[src/design/id3_pkg.sv]
// ---------------------------------------------------------------------------
// id3_pkg: shared constants, types and lookup functions
// Phase, event and kind codes for the ID3v2 text frame parser.
// ---------------------------------------------------------------------------
`default_nettype none

package id3_pkg;

	localparam int SIZE_BITS = 32;

	localparam int HDR_LEN  = 10;
	localparam int ID_LEN   = 4;
	localparam int SZ_LEN   = 4;
	localparam int TAIL_LEN = 3;

	localparam logic [7:0] SCAN_RESET = 8'd15;

	// config register indexes
	localparam logic REG_FRAMES_TO_SCAN = 1'b0;
	localparam int   ADDR_W             = 3;

	// parse phases
	localparam logic [2:0] PH_HEADER  = 3'd0;
	localparam logic [2:0] PH_ID      = 3'd1;
	localparam logic [2:0] PH_SIZE    = 3'd2;
	localparam logic [2:0] PH_TAIL    = 3'd3;
	localparam logic [2:0] PH_CONTENT = 3'd4;
	localparam logic [2:0] PH_SKIP    = 3'd5;

	// event codes
	localparam logic [2:0] EV_VERSION = 3'd0;
	localparam logic [2:0] EV_CONTENT = 3'd1;
	localparam logic [2:0] EV_NOT_ID3 = 3'd2;
	localparam logic [2:0] EV_EMPTY   = 3'd3;
	localparam logic [2:0] EV_UNKNOWN = 3'd4;

	localparam logic [3:0] KIND_UNKNOWN = 4'd8;

	typedef struct packed {
		logic       valid;
		logic [2:0] event_code;
		logic [2:0] frame_kind;
		logic [7:0] payload_byte;
		logic       last_in_frame;
		logic       parse_done;
	} id3_result_t;

	function automatic logic [7:0] magic_byte(input logic [1:0] idx);
		case (idx)
			2'd0:    magic_byte = 8'h49; // I
			2'd1:    magic_byte = 8'h44; // D
			default: magic_byte = 8'h33; // 3
		endcase
	endfunction

	function automatic logic [3:0] kind_of(input logic [31:0] id);
		case (id)
			32'h54495432: kind_of = 4'd0; // TIT2
			32'h54504531: kind_of = 4'd1; // TPE1
			32'h54414C42: kind_of = 4'd2; // TALB
			32'h54594552: kind_of = 4'd3; // TYER
			32'h54434F4E: kind_of = 4'd4; // TCON
			32'h54434F4D: kind_of = 4'd5; // TCOM
			32'h434F4D4D: kind_of = 4'd6; // COMM
			32'h5452434B: kind_of = 4'd7; // TRCK
			default:      kind_of = KIND_UNKNOWN;
		endcase
	endfunction

endpackage

`default_nettype wire

[src/design/id3_if.sv]
// ---------------------------------------------------------------------------
// id3_if: stream channels of the ID3v2 parser
// Byte channel in, event channel out; valid/ready handshake.
// ---------------------------------------------------------------------------
`default_nettype none

interface id3_byte_if;
	logic       valid;
	logic       ready;
	logic [7:0] data_byte;
	logic       start_of_file;

	modport source(output valid, output data_byte, output start_of_file, input ready);
	modport sink(input valid, input data_byte, input start_of_file, output ready);
endinterface

interface id3_event_if;
	logic       valid;
	logic       ready;
	logic [2:0] event_code;
	logic [2:0] frame_kind;
	logic [7:0] payload_byte;
	logic       last_in_frame;
	logic       parse_done;

	modport source(output valid, output event_code, output frame_kind, output payload_byte,
		output last_in_frame, output parse_done, input ready);
	modport sink(input valid, input event_code, input frame_kind, input payload_byte,
		input last_in_frame, input parse_done, output ready);
endinterface

`default_nettype wire

[src/design/id3_parse_core.sv]
// ---------------------------------------------------------------------------
// id3_parse_core: per-byte parse state machine
// Holds the parse state and computes the event for one byte per cycle while step is high.
// ---------------------------------------------------------------------------
`default_nettype none

module id3_parse_core (
	input  wire logic                clk,
	input  wire logic                arst_n,
	input  wire logic                step,
	input  wire logic [7:0]          data_byte,
	input  wire logic                start_of_file,
	input  wire logic [7:0]          frames_to_scan,
	output id3_pkg::id3_result_t     res
);
	import id3_pkg::*;

	logic [2:0]           phase_q, phase_d, phase_e;
	logic [3:0]           pos_q, pos_d, pos_e;
	logic [23:0]          id_q, id_d, id_e;
	logic [SIZE_BITS-1:0] size_q, size_d, size_e;
	logic [SIZE_BITS-1:0] rem_q, rem_d, rem_e;
	logic [7:0]           seen_q, seen_d, seen_e;
	logic [3:0]           kind_q, kind_d, kind_e;
	logic                 halted_q, halted_d, halted_e;

	logic [31:0]          id_full;
	logic [SIZE_BITS-1:0] rem_dec;
	logic [7:0]           seen_inc;
	logic                 done;
	logic                 fin;

	always_comb begin
		// start of file restarts the parse on this byte
		phase_e  = start_of_file ? PH_HEADER : phase_q;
		pos_e    = start_of_file ? 4'd0 : pos_q;
		id_e     = start_of_file ? 24'd0 : id_q;
		size_e   = start_of_file ? '0 : size_q;
		rem_e    = start_of_file ? '0 : rem_q;
		seen_e   = start_of_file ? 8'd0 : seen_q;
		kind_e   = start_of_file ? KIND_UNKNOWN : kind_q;
		halted_e = start_of_file ? 1'b0 : halted_q;

		phase_d  = phase_e;
		pos_d    = pos_e;
		id_d     = id_e;
		size_d   = size_e;
		rem_d    = rem_e;
		seen_d   = seen_e;
		kind_d   = kind_e;
		halted_d = halted_e;

		id_full  = {id_e, data_byte};
		rem_dec  = rem_e - 1'b1;
		seen_inc = seen_e + 8'd1;
		done     = (seen_inc >= frames_to_scan);
		fin      = 1'b0;

		res = '0;

		if (!halted_e) begin
			case (phase_e)
				PH_HEADER: begin
					if (pos_e < 4'd3 && data_byte != magic_byte(pos_e[1:0])) begin
						halted_d = 1'b1;
						res.valid      = 1'b1;
						res.event_code = EV_NOT_ID3;
						res.parse_done = 1'b1;
					end else begin
						if (pos_e == 4'(HDR_LEN - 1)) begin
							pos_d   = 4'd0;
							phase_d = PH_ID;
						end else begin
							pos_d = pos_e + 4'd1;
						end
						if (pos_e == 4'd3) begin
							res.valid        = 1'b1;
							res.event_code   = EV_VERSION;
							res.payload_byte = data_byte;
						end
					end
				end
				PH_ID: begin
					id_d = id_full[23:0];
					if (pos_e == 4'(ID_LEN - 1)) begin
						pos_d   = 4'd0;
						phase_d = PH_SIZE;
						kind_d  = kind_of(id_full);
					end else begin
						pos_d = pos_e + 4'd1;
					end
				end
				PH_SIZE: begin
					size_d = SIZE_BITS'({size_e, data_byte});
					if (pos_e == 4'(SZ_LEN - 1)) begin
						pos_d   = 4'd0;
						phase_d = PH_TAIL;
					end else begin
						pos_d = pos_e + 4'd1;
					end
				end
				PH_TAIL: begin
					if (pos_e == 4'(TAIL_LEN - 1)) begin
						pos_d = 4'd0;
						// size 0 or 1 means no content
						if (size_e <= SIZE_BITS'(1)) begin
							rem_d = '0;
							fin   = 1'b1;
							res.event_code = kind_e[3] ? EV_UNKNOWN : EV_EMPTY;
							res.frame_kind = kind_e[3] ? 3'd0 : kind_e[2:0];
						end else begin
							rem_d   = size_e - 1'b1;
							phase_d = kind_e[3] ? PH_SKIP : PH_CONTENT;
						end
					end else begin
						pos_d = pos_e + 4'd1;
					end
				end
				PH_CONTENT: begin
					rem_d = rem_dec;
					res.valid        = 1'b1;
					res.event_code   = EV_CONTENT;
					res.frame_kind   = kind_e[2:0];
					res.payload_byte = data_byte;
					fin = (rem_dec == '0);
				end
				PH_SKIP: begin
					rem_d = rem_dec;
					res.event_code = EV_UNKNOWN;
					fin = (rem_dec == '0);
				end
				default: begin
					halted_d = 1'b1;
				end
			endcase
		end

		if (fin) begin
			seen_d  = seen_inc;
			phase_d = PH_ID;
			pos_d   = 4'd0;
			res.valid         = 1'b1;
			res.last_in_frame = 1'b1;
			res.parse_done    = done;
			if (done) begin
				halted_d = 1'b1;
			end
		end

		if (!step) begin
			res.valid = 1'b0;
		end
	end

	always_ff @(posedge clk or negedge arst_n) begin
		if (!arst_n) begin
			phase_q  <= PH_HEADER;
			pos_q    <= 4'd0;
			id_q     <= 24'd0;
			size_q   <= '0;
			rem_q    <= '0;
			seen_q   <= 8'd0;
			kind_q   <= KIND_UNKNOWN;
			halted_q <= 1'b1;
		end else if (step) begin
			phase_q  <= phase_d;
			pos_q    <= pos_d;
			id_q     <= id_d;
			size_q   <= size_d;
			rem_q    <= rem_d;
			seen_q   <= seen_d;
			kind_q   <= kind_d;
			halted_q <= halted_d;
		end
	end

endmodule

`default_nettype wire

[src/design/id3v2_text_frame_parser.sv]
// ---------------------------------------------------------------------------
// id3v2_text_frame_parser: ID3v2 text frame parser, top level
// Byte stream in, tagged text-frame events out, APB config port.
// ---------------------------------------------------------------------------
// Usage:
//   stream : one tag-file byte per request; start_of_file marks the first
//            byte of a file and restarts the parse on that byte.
//   events : zero or one event per byte (version, content byte, not ID3,
//            empty known frame, unknown frame skipped).
//   APB    : register frames_to_scan at byte address 0; write only while
//            the block is idle.
// Path: an accepted byte is registered in the input register, then parsed;
//   its event is registered in the event register.
// Throughput: one byte per cycle while the event register is free, set by
//   the single parse step between the input register and the event register.
// Reset: frames_to_scan returns to 15 and the parser halts; bytes are
//   dropped without events until a start_of_file byte arrives.
// Stall: a held event keeps the input register; stream.ready drops while
//   the input register is full and the event register holds a refused event.
// ---------------------------------------------------------------------------
`default_nettype none

module id3v2_text_frame_parser (
	input  wire logic                       clk,
	input  wire logic                       arst_n,
	input  wire logic                       psel,
	input  wire logic                       penable,
	input  wire logic                       pwrite,
	input  wire logic [id3_pkg::ADDR_W-1:0] paddr,
	input  wire logic [31:0]                pwdata,
	output      logic [31:0]                prdata,
	output      logic                       pready,
	id3_byte_if.sink                        stream,
	id3_event_if.source                     events
);
	import id3_pkg::*;

	logic [7:0]  fts_q;
	logic        valid_s1;
	logic [7:0]  byte_s1;
	logic        sof_s1;
	logic        step;
	id3_result_t res;
	logic        out_valid_q;
	logic [2:0]  code_q;
	logic [2:0]  kind_q;
	logic [7:0]  payload_q;
	logic        last_q;
	logic        done_q;
	logic        out_free;

	// config register
	assign pready = 1'b1;
	assign prdata = (paddr[2] == REG_FRAMES_TO_SCAN) ? {24'd0, fts_q} : 32'd0;

	always_ff @(posedge clk or negedge arst_n) begin
		if (!arst_n) begin
			fts_q <= SCAN_RESET;
		end else if (psel && penable && pwrite && paddr[2] == REG_FRAMES_TO_SCAN) begin
			fts_q <= pwdata[7:0];
		end
	end

	// input register
	assign out_free     = !out_valid_q || events.ready;
	assign step         = valid_s1 && out_free;
	assign stream.ready = !valid_s1 || out_free;

	always_ff @(posedge clk or negedge arst_n) begin
		if (!arst_n) begin
			valid_s1 <= 1'b0;
		end else if (stream.ready) begin
			valid_s1 <= stream.valid;
		end
	end

	always_ff @(posedge clk) begin
		if (stream.ready && stream.valid) begin
			byte_s1 <= stream.data_byte;
			sof_s1  <= stream.start_of_file;
		end
	end

	id3_parse_core u_core (
		.clk            (clk),
		.arst_n         (arst_n),
		.step           (step),
		.data_byte      (byte_s1),
		.start_of_file  (sof_s1),
		.frames_to_scan (fts_q),
		.res            (res)
	);

	// event register
	always_ff @(posedge clk or negedge arst_n) begin
		if (!arst_n) begin
			out_valid_q <= 1'b0;
		end else if (out_free) begin
			out_valid_q <= res.valid;
		end
	end

	always_ff @(posedge clk) begin
		if (out_free && res.valid) begin
			code_q    <= res.event_code;
			kind_q    <= res.frame_kind;
			payload_q <= res.payload_byte;
			last_q    <= res.last_in_frame;
			done_q    <= res.parse_done;
		end
	end

	assign events.valid         = out_valid_q;
	assign events.event_code    = code_q;
	assign events.frame_kind    = kind_q;
	assign events.payload_byte  = payload_q;
	assign events.last_in_frame = last_q;
	assign events.parse_done    = done_q;

endmodule

`default_nettype wire
[src/flat_wrapper.sv]
// flat-port wrapper written by rule: the top's interface ports become plain ports
module id3v2_text_frame_parser_flat import id3_pkg::*;
  (clk, arst_n, psel, penable, pwrite, paddr, pwdata, prdata, pready, stream_valid, stream_data_byte, stream_start_of_file, stream_ready, events_valid, events_event_code, events_frame_kind, events_payload_byte, events_last_in_frame, events_parse_done, events_ready);
  id3_byte_if stream_i ();
  id3_event_if events_i ();
  input  wire logic clk;
  input  wire logic arst_n;
  input  wire logic psel;
  input  wire logic penable;
  input  wire logic pwrite;
  input  wire logic [id3_pkg::ADDR_W-1:0] paddr;
  input  wire logic [31:0] pwdata;
  output      logic [31:0] prdata;
  output      logic pready;
  input wire logic [$bits(stream_i.valid)-1:0] stream_valid;
  input wire logic [$bits(stream_i.data_byte)-1:0] stream_data_byte;
  input wire logic [$bits(stream_i.start_of_file)-1:0] stream_start_of_file;
  output wire logic [$bits(stream_i.ready)-1:0] stream_ready;
  output wire logic [$bits(events_i.valid)-1:0] events_valid;
  output wire logic [$bits(events_i.event_code)-1:0] events_event_code;
  output wire logic [$bits(events_i.frame_kind)-1:0] events_frame_kind;
  output wire logic [$bits(events_i.payload_byte)-1:0] events_payload_byte;
  output wire logic [$bits(events_i.last_in_frame)-1:0] events_last_in_frame;
  output wire logic [$bits(events_i.parse_done)-1:0] events_parse_done;
  input wire logic [$bits(events_i.ready)-1:0] events_ready;
  assign stream_i.valid = stream_valid;
  assign stream_i.data_byte = stream_data_byte;
  assign stream_i.start_of_file = stream_start_of_file;
  assign stream_ready = stream_i.ready;
  assign events_valid = events_i.valid;
  assign events_event_code = events_i.event_code;
  assign events_frame_kind = events_i.frame_kind;
  assign events_payload_byte = events_i.payload_byte;
  assign events_last_in_frame = events_i.last_in_frame;
  assign events_parse_done = events_i.parse_done;
  assign events_i.ready = events_ready;
  id3v2_text_frame_parser u_core (.clk(clk), .arst_n(arst_n), .psel(psel), .penable(penable), .pwrite(pwrite), .paddr(paddr), .pwdata(pwdata), .prdata(prdata), .pready(pready), .stream(stream_i), .events(events_i));
endmodule
[config.mk]
export PLATFORM = sky130hd
export DESIGN_NAME = id3v2_text_frame_parser_flat
export DESIGN_NICKNAME = d
export VERILOG_FILES = /design/src/design/id3_pkg.sv /design/src/design/id3_if.sv /design/src/design/id3_parse_core.sv /design/src/design/id3v2_text_frame_parser.sv /design/src/flat_wrapper.sv
export SDC_FILE = /design/constraint.sdc
export NUM_CORES = 1
export LEC_CHECK = 0
export ABC_AREA = 1
export BUFFER_PORTS_ARGS = -buffer_cell sky130_fd_sc_hd__clkbuf_2
export CAP_MARGIN = 5
export CORE_ASPECT_RATIO = 0.5
export CORE_MARGIN = 4
export CORE_UTILIZATION = 50
export CTS_CLUSTER_DIAMETER = 40
export CTS_CLUSTER_SIZE = 12
export DETAILED_ROUTE_END_ITERATION = 6
export GPL_TIMING_DRIVEN = 0
export PLACE_DENSITY = 0.69
export SLEW_MARGIN = 20
export SYNTH_ARGS = -nofsm -noshare
export SYNTH_HDL_FRONTEND = slang
export SYNTH_SLANG_ARGS = --single-unit
[constraint.sdc]
create_clock -name clk -period 4.54 [get_ports clk]
set_clock_uncertainty 0.2 [all_clocks]
set_input_delay 1.135 -clock clk [delete_from_list [all_inputs] [get_ports clk]]
set_output_delay 1.135 -clock clk [all_outputs]
set_load 0.01 [all_outputs]
==> results.cfg, run 1 <==
[status]
outcome = finished clean

[placement]
dp.cells = 1984
gp_routability_congestion = 1.01
placed_area_mm2 = 0.0114
dp_hpwl_mm = 30.0
io_buffers = 49

[logic_synthesis]
synthesis.area_mm2 = 0.0107
ys.flop_type = dfrtp_1
syn_area_per_cell_um2 = 6.54
synth-seq-area-share_pct = 34.7
postSynthCellCount = 1638
synth_cell_types = 51
synth_edf_count = 25
async_reset_ff_share_pct = 82.5
synth-seq-cells = 143
ys_warn_count = 0

[routing]
dr.pass1.iters = 6
via_per_inst = 5.80
drc = 0
drt-total-wl_mm = 39.6
route.detailed.wl_per_inst_um = 19.6
ant_nets = 0
drtIter0Drc = 1366
vias = 11700

[clocking]
cts-root-buf = clkbuf_16
cts_buffer_depth = 2
post-cts-setup-buffers = 0
ctsHtreeMaxLevel = 4
cts_tree = yes
clk_pin_slew_ns = 0.06
clkSinkCount = 143
cts_buffers = 17
clk-insertion-delay-late_ns = 0.46

[sta]
slew_viol_final = 0
fin_crit_sh_pct = 94.1
final-hold-violation-count = 0
hold_slack_ns = 0.282
max_clock_freq_mhz = 234
rsz0062_at_grt = no
tightest_slew_ns = 1.04
setup_viol = 0
maxSlewHeadroom_pct = 30.8
fin_crit_ns = 4.27

[worst_setup_path]
path_max_fanout = 16
rrSetupSlack_ns = 0.27
ff2ff_path_depth = 13
r2r_start = u_core.sof_s1
critPathArrivalTime_ns = 4.16
endpoint = u_core.events.payload_byte[3]
startpoint_type = flip-flop
worstPathRequired_ns = 4.43
end_kind = flip-flop
crit_start = u_core.sof_s1
r2r_end = u_core.events.payload_byte[3]
path_class = flip-flop to flip-flop

[worst_hold_path]
hold_path_class = flip-flop to flip-flop

[cells_and_area]
final_util_pct = 57.6
final_cells = 2015
multi_input_area_mm2 = 0.00582
drive_gt1_share_pct = 10.7
final.fill_count = 2046
synthToLayoutAreaGrowth_pct = 11.9
seq_area_mm2 = 0.00371
antenna_cells = 0
fin_area_mm2 = 0.0120
nNetsFinal = 1797

[power]
power_density_mw_per_mm2 = 566
design_power_total_mw = 6.78
p_leak_nw = 6.00
max-vdd-ir-drop_mv = 0.295

[floorplan]
dieArea_mm2 = 0.0240
die_h_um = 111
start_util_pct = 51.5
num_rows = 37
core_region_area_mm2 = 0.0208
ioPinCount = 102
die_w_um = 215

[global_route]
grt_pass1_wl_mm = 61.7
grt_pass1_vias = 11200
grt_overflow = 0
grt_max_degree = 83
track_usage_pct = 32.8
antenna_found_initial = 0

[flow_run]
maxCapViolCount = 0
[kinds of logic after synthesis]
| logic type | count (synthesis) | synth area share [%] |
|---|---|---|
| fa+ha+maj | 17 | 1.99 |
| flops | 143 | 34.7 |
| compound gates | 334 | 17.1 |
| other cells | 2 | 0.0702 |
| buf+inv | 296 | 11.8 |
| simple gates | 820 | 32.2 |
| xor+xnor | 26 | 2.13 |
[report_power, final]
group | total [mW] | internal [mW] | switching (mW) | leakage [nW]
combinational | 3.25 | 0.941 | 2.31 | 4.02
clock | 1.40 | 0.790 | 0.611 | 0.278
sequential | 2.13 | 1.78 | 0.344 | 1.70
[critical path, stage by stage (launching register included)]
cell and delay, ns:
edfxtp_1 0.47, inv_2 0.24, buf_4 0.26, buf_4 0.28, buf_4 0.28, nand2_1 0.20, inv_1 0.16, ha_1 0.25
nand2_1 0.20, a21oi_1 0.19, clkinv_1 0.31, o21ai_0 0.27, nand2_1 0.16, nand2_2 0.43
[state kept, by name (all words and copies together), names as in the netlist]
signal and flops:
u_core.u_core.rem_q 32, u_core.u_core.size_q 32, u_core.u_core.id_q 24, u_core.byte_s1 8, u_core.events.payload_byte 8, u_core.fts_q 8
u_core.u_core.seen_q 8, u_core.u_core.kind_q 4, u_core.u_core.pos_q 4, u_core.events.event_code 3, u_core.events.frame_kind 3, u_core.u_core.phase_q 3
u_core.events.last_in_frame 1, u_core.events.parse_done 1, u_core.events.valid 1, u_core.sof_s1 1, u_core.u_core.halted_q 1, u_core.valid_s1 1
[repair_timing]
item / 4_1_cts / 5_1_grt
hold buffers: 0 / 0
endpoints found under the setup margin: 16 / 16
resized for setup: 1 / 1
[worst min path at each step]
stage | end | slack [ns] | cells after the start | start
4_1_cts | u_core.u_core.seen_q[6] | 0.28 | 2 | u_core.u_core.seen_q[6]
6_report | u_core.u_core.seen_q[6] | 0.28 | 2 | u_core.u_core.seen_q[6]
3_5_place_dp | u_core.u_core.seen_q[6] | 0.27 | 2 | u_core.u_core.seen_q[6]
2_1_floorplan | u_core.u_core.seen_q[1] | 0.25 | 2 | u_core.u_core.seen_q[1]
3_3_place_gp | u_core.u_core.seen_q[6] | 0.26 | 2 | u_core.u_core.seen_q[6]
5_1_grt | u_core.u_core.id_q[14] | 0.31 | 2 | u_core.u_core.id_q[14]
[metal layers]
metal | share of wire (%) | routed length [µm] | track usage, %
met5 | 0 | 0 | 0
met4 | 3.6 | 1430 | 12.9
met3 | 10 | 4090 | 8.02
met2 | 42 | 16600 | 48.5
met1 | 44 | 17400 | 46.3
[cell usage after synthesis (3+ instances only)]
master    number  area [µm²]
nand2_2       22         138
xor2_1        21         184
o21ai_2        4        35.0
a31oi_1        6        37.5
o211ai_1      16         120
xnor2_1        5        43.8
inv_2         14        52.6
nand3_1       95         475
a21oi_1      121         606
o21bai_1       4        30.0
clkbuf_1      41         154
edfxtp_1      25         751
dfrtp_1      112        2800
nor2_2        13        81.3
or2_2          4        25.0
buf_2          4        20.0
nor3_1        17        85.1
o21ai_1       13        65.1
o21ai_0      132         661
buf_6          6        67.6
nor4_1         6        37.5
nand4_1       26         163
nand2_1      409        1540
dfstp_2        6         158
buf_4         28         210
clkinv_1       3        11.3
nor2_1       219         822
inv_1        195         732
ha_1          17         213
buf_1          5        18.8
o22ai_1       18         113
[per-stage QoR]
stage / TNS [ns] / worst slack, ns
5_1_grt: 0 / 0.0603
3_5_place_dp: -4.31 / -0.272
4_1_cts: 0 / 0.255
2_1_floorplan: 0 / 1.24
3_3_place_gp: -5.21 / -0.327
6_report: 0 / 0.269
[final cells by class]
class | count | area share, %
Sequential cell | 143 | 31.0
Multi-Input combinational cell | 1222 | 48.6
Tap cell | 273 | 2.85
Inverter | 212 | 6.64
Clock inverter | 11 | 0.846
Buffer | 83 | 3.92
Clock buffer | 21 | 3.85
Timing Repair Buffer | 50 | 2.35
[cell usage in the layout (no fill, tap or decap), types with 5 or more instances in the layout]
cell	synthesis	routed
nand2_1	409	408
nor2_1	219	219
inv_1	195	195
o21ai_0	132	132
a21oi_1	121	121
dfrtp_1	112	112
nand3_1	95	95
clkbuf_2	0	48
clkbuf_1	41	44
buf_4	28	28
nand4_1	26	26
conb_1	2	25
edfxtp_1	25	25
nand2_2	22	23
xor2_1	21	21
o22ai_1	18	18
clkbuf_16	0	18
nor3_1	17	17
ha_1	17	17
o211ai_1	16	16
inv_2	14	14
o21ai_1	13	13
nor2_2	13	13
buf_6	6	6
a31oi_1	6	6
nor4_1	6	6
dfstp_2	6	6
xnor2_1	5	5
No activity file was read; power rests on OpenSTA's default activity.
==> inputs of run 2 (changes only) <==
RECOVER_POWER = 25   (was unset)
==> run 2 against run 1 <==
Net effect:
- the flow now finishes with violations (capacitance limit, slew limit)
- global-route usage unchanged
- clock power about the same
- die area did not move
- non-clock buffer count stayed put
==> results.cfg, run 2 (synthesized netlist as in run 1, its figures left out) <==
[floorplan]
die_h_um = 111
start_util_pct = 51.5
die_w_um = 215
num_rows = 37
core_region_area_mm2 = 0.0208
dieArea_mm2 = 0.0240
ioPinCount = 102

[sta]
rsz0062_at_grt = no
setup_slack_ns = 0.243
final-hold-violation-count = 0
fin_setup_tns_ns = 0
slew_viol_final = 38
fin_crit_sh_pct = 94.7
setup_viol = 0
max_clock_freq_mhz = 233
tightest_slew_ns = 2.06
fin_crit_ns = 4.30
hold_slack_ns = 0.281
maxSlewHeadroom_pct = -37.2

[cells_and_area]
drive_gt1_share_pct = 10.6
nNetsFinal = 1797
fin_area_mm2 = 0.0119
synthToLayoutAreaGrowth_pct = 11.6
final_common_cell = nand2_1
final.fill_count = 2049
antenna_cells = 0
final_util_pct = 57.5
final_cells = 2015
reg_top3 = u_core.u_core.rem_q (32), u_core.u_core.size_q (32), u_core.u_core.id_q (24)
layout_common_cells = nand2_1 (408), nor2_1 (219), inv_1 (195)

[placement]
dp_hpwl_mm = 30.0
io_buffers = 49
dp.cells = 1984
gp_routability_congestion = 1.01
pre_cts_ws_ns = -0.272
placed_area_mm2 = 0.0114

[worst_hold_path]
hold_path_class = flip-flop to flip-flop

[status]
outcome = finished, violations left
violations = capacitance limit, slew limit

[flow_run]
maxCapViolCount = 1

[worst_setup_path]
cp_slowest_stage_delay_ns = 0.47
critical_path_buf_inv_count = 6
path_max_fanout = 16
startpoint_type = flip-flop
cp_slowest_cell = edfxtp_1
crit_chain = inv_2 -> buf_4 -> buf_4 -> buf_4 -> nand2_1 -> inv_1 -> ha_1 -> nand2_1 -> a21oi_1 -> clkinv_1 -> o21ai_0 -> nand2_1 -> nand2_2
critPathTopFamily = buffers and inverters
worstPathRequired_ns = 4.43
end_kind = flip-flop
critPathArrivalTime_ns = 4.19
path_class = flip-flop to flip-flop

[global_route]
grt_pass1_wl_mm = 61.7
antenna_found_initial = 0
track_usage_pct = 32.8
grt_pass1_vias = 11200
grt_max_degree = 83
grt_overflow = 0

[clocking]
ctsHtreeMaxLevel = 4
clk_pin_slew_ns = 0.06
cts_hold_buf = 0
cts_tree = yes
clk-insertion-delay-late_ns = 0.46
cts-root-buf = clkbuf_16
clkSinkCount = 143
cts_buffers = 17
cts_buffer_depth = 2

[routing]
dr.pass1.iters = 6
vias = 11700
drtIter0Drc = 1457
via_per_inst = 5.82
drt-total-wl_mm = 39.5
route.detailed.wl_per_inst_um = 19.6
ant_nets = 0
drc = 0

[power]
power_density_mw_per_mm2 = 567
design_power_total_mw = 6.77
p_leak_nw = 5.99
max-vdd-ir-drop_mv = 0.295
## run 2: cell count changes in the layout (fill, tap and decap cells not counted)
cell | previous run | this run
buf_16 | 1 | 0
clkbuf_1 | 44 | 45
clkbuf_4 | 1 | 2
clkbuf_8 | 1 | 0
## run 2: cell type report
cell class / instances / area (µm²) / area share [%]
plain buffers: 83 / 469 / 3.93
repair buffers: 50 / 251 / 2.10
clock inverters: 11 / 101 / 0.848
clock buffers: 21 / 462 / 3.86
inverters: 212 / 796 / 6.66
multi-input cells: 1222 / 5820 / 48.7
well taps: 273 / 342 / 2.86
flip-flops and latches: 143 / 3710 / 31.1
## run 2: what timing repair did
action / 4_1_cts / 5_1_grt
endpoints found under the setup margin: 16 / 16
setup buffers: 0 / 0
gates cloned: 0 / 0
gates resized for setup: 1 / 1
## run 2: report_power, final
| group | total [mW] | internal [mW] | switching (mW) |
|---|---|---|---|
| Sequential | 2.12 | 1.78 | 0.339 |
| Clock | 1.40 | 0.790 | 0.611 |
| Combinational | 3.25 | 0.938 | 2.31 |
## run 2: per-layer routing
metal / up-vias / part of all wire [%] / track usage (%)
met1: 5497 / 44 / 46.3
met2: 657 / 42 / 48.5
met4: 0 / 3.4 / 12.9
met5: - / 0 / 0
met3: 108 / 11 / 8.02
li1: 5471 / - / -
## run 2: worst register-to-register path, delay by kind of cell (launching register included)
family | cells | cell delay [ns]
compound gates | 2 | 0.44
fa+ha+maj | 1 | 0.24
buf+inv | 6 | 1.56
flops | 1 | 0.47
simple gates | 4 | 0.99
## run 2: final timing paths
path / to / slack [ns] / from / cells after the start
min reg2reg: u_core.u_core.seen_q[6] / 0.28 / u_core.u_core.seen_q[6] / 2
max: u_core.events.payload_byte[2] / 0.24 / u_core.sof_s1 / 13
min: u_core.u_core.seen_q[6] / 0.28 / u_core.u_core.seen_q[6] / 2
max reg2reg: u_core.events.payload_byte[2] / 0.24 / u_core.sof_s1 / 13
max in group asynchronous: u_core.u_core.size_q[26] / 0.76 / arst_n / 2
min in group asynchronous: u_core.u_core.id_q[0] / 1.06 / arst_n / 1
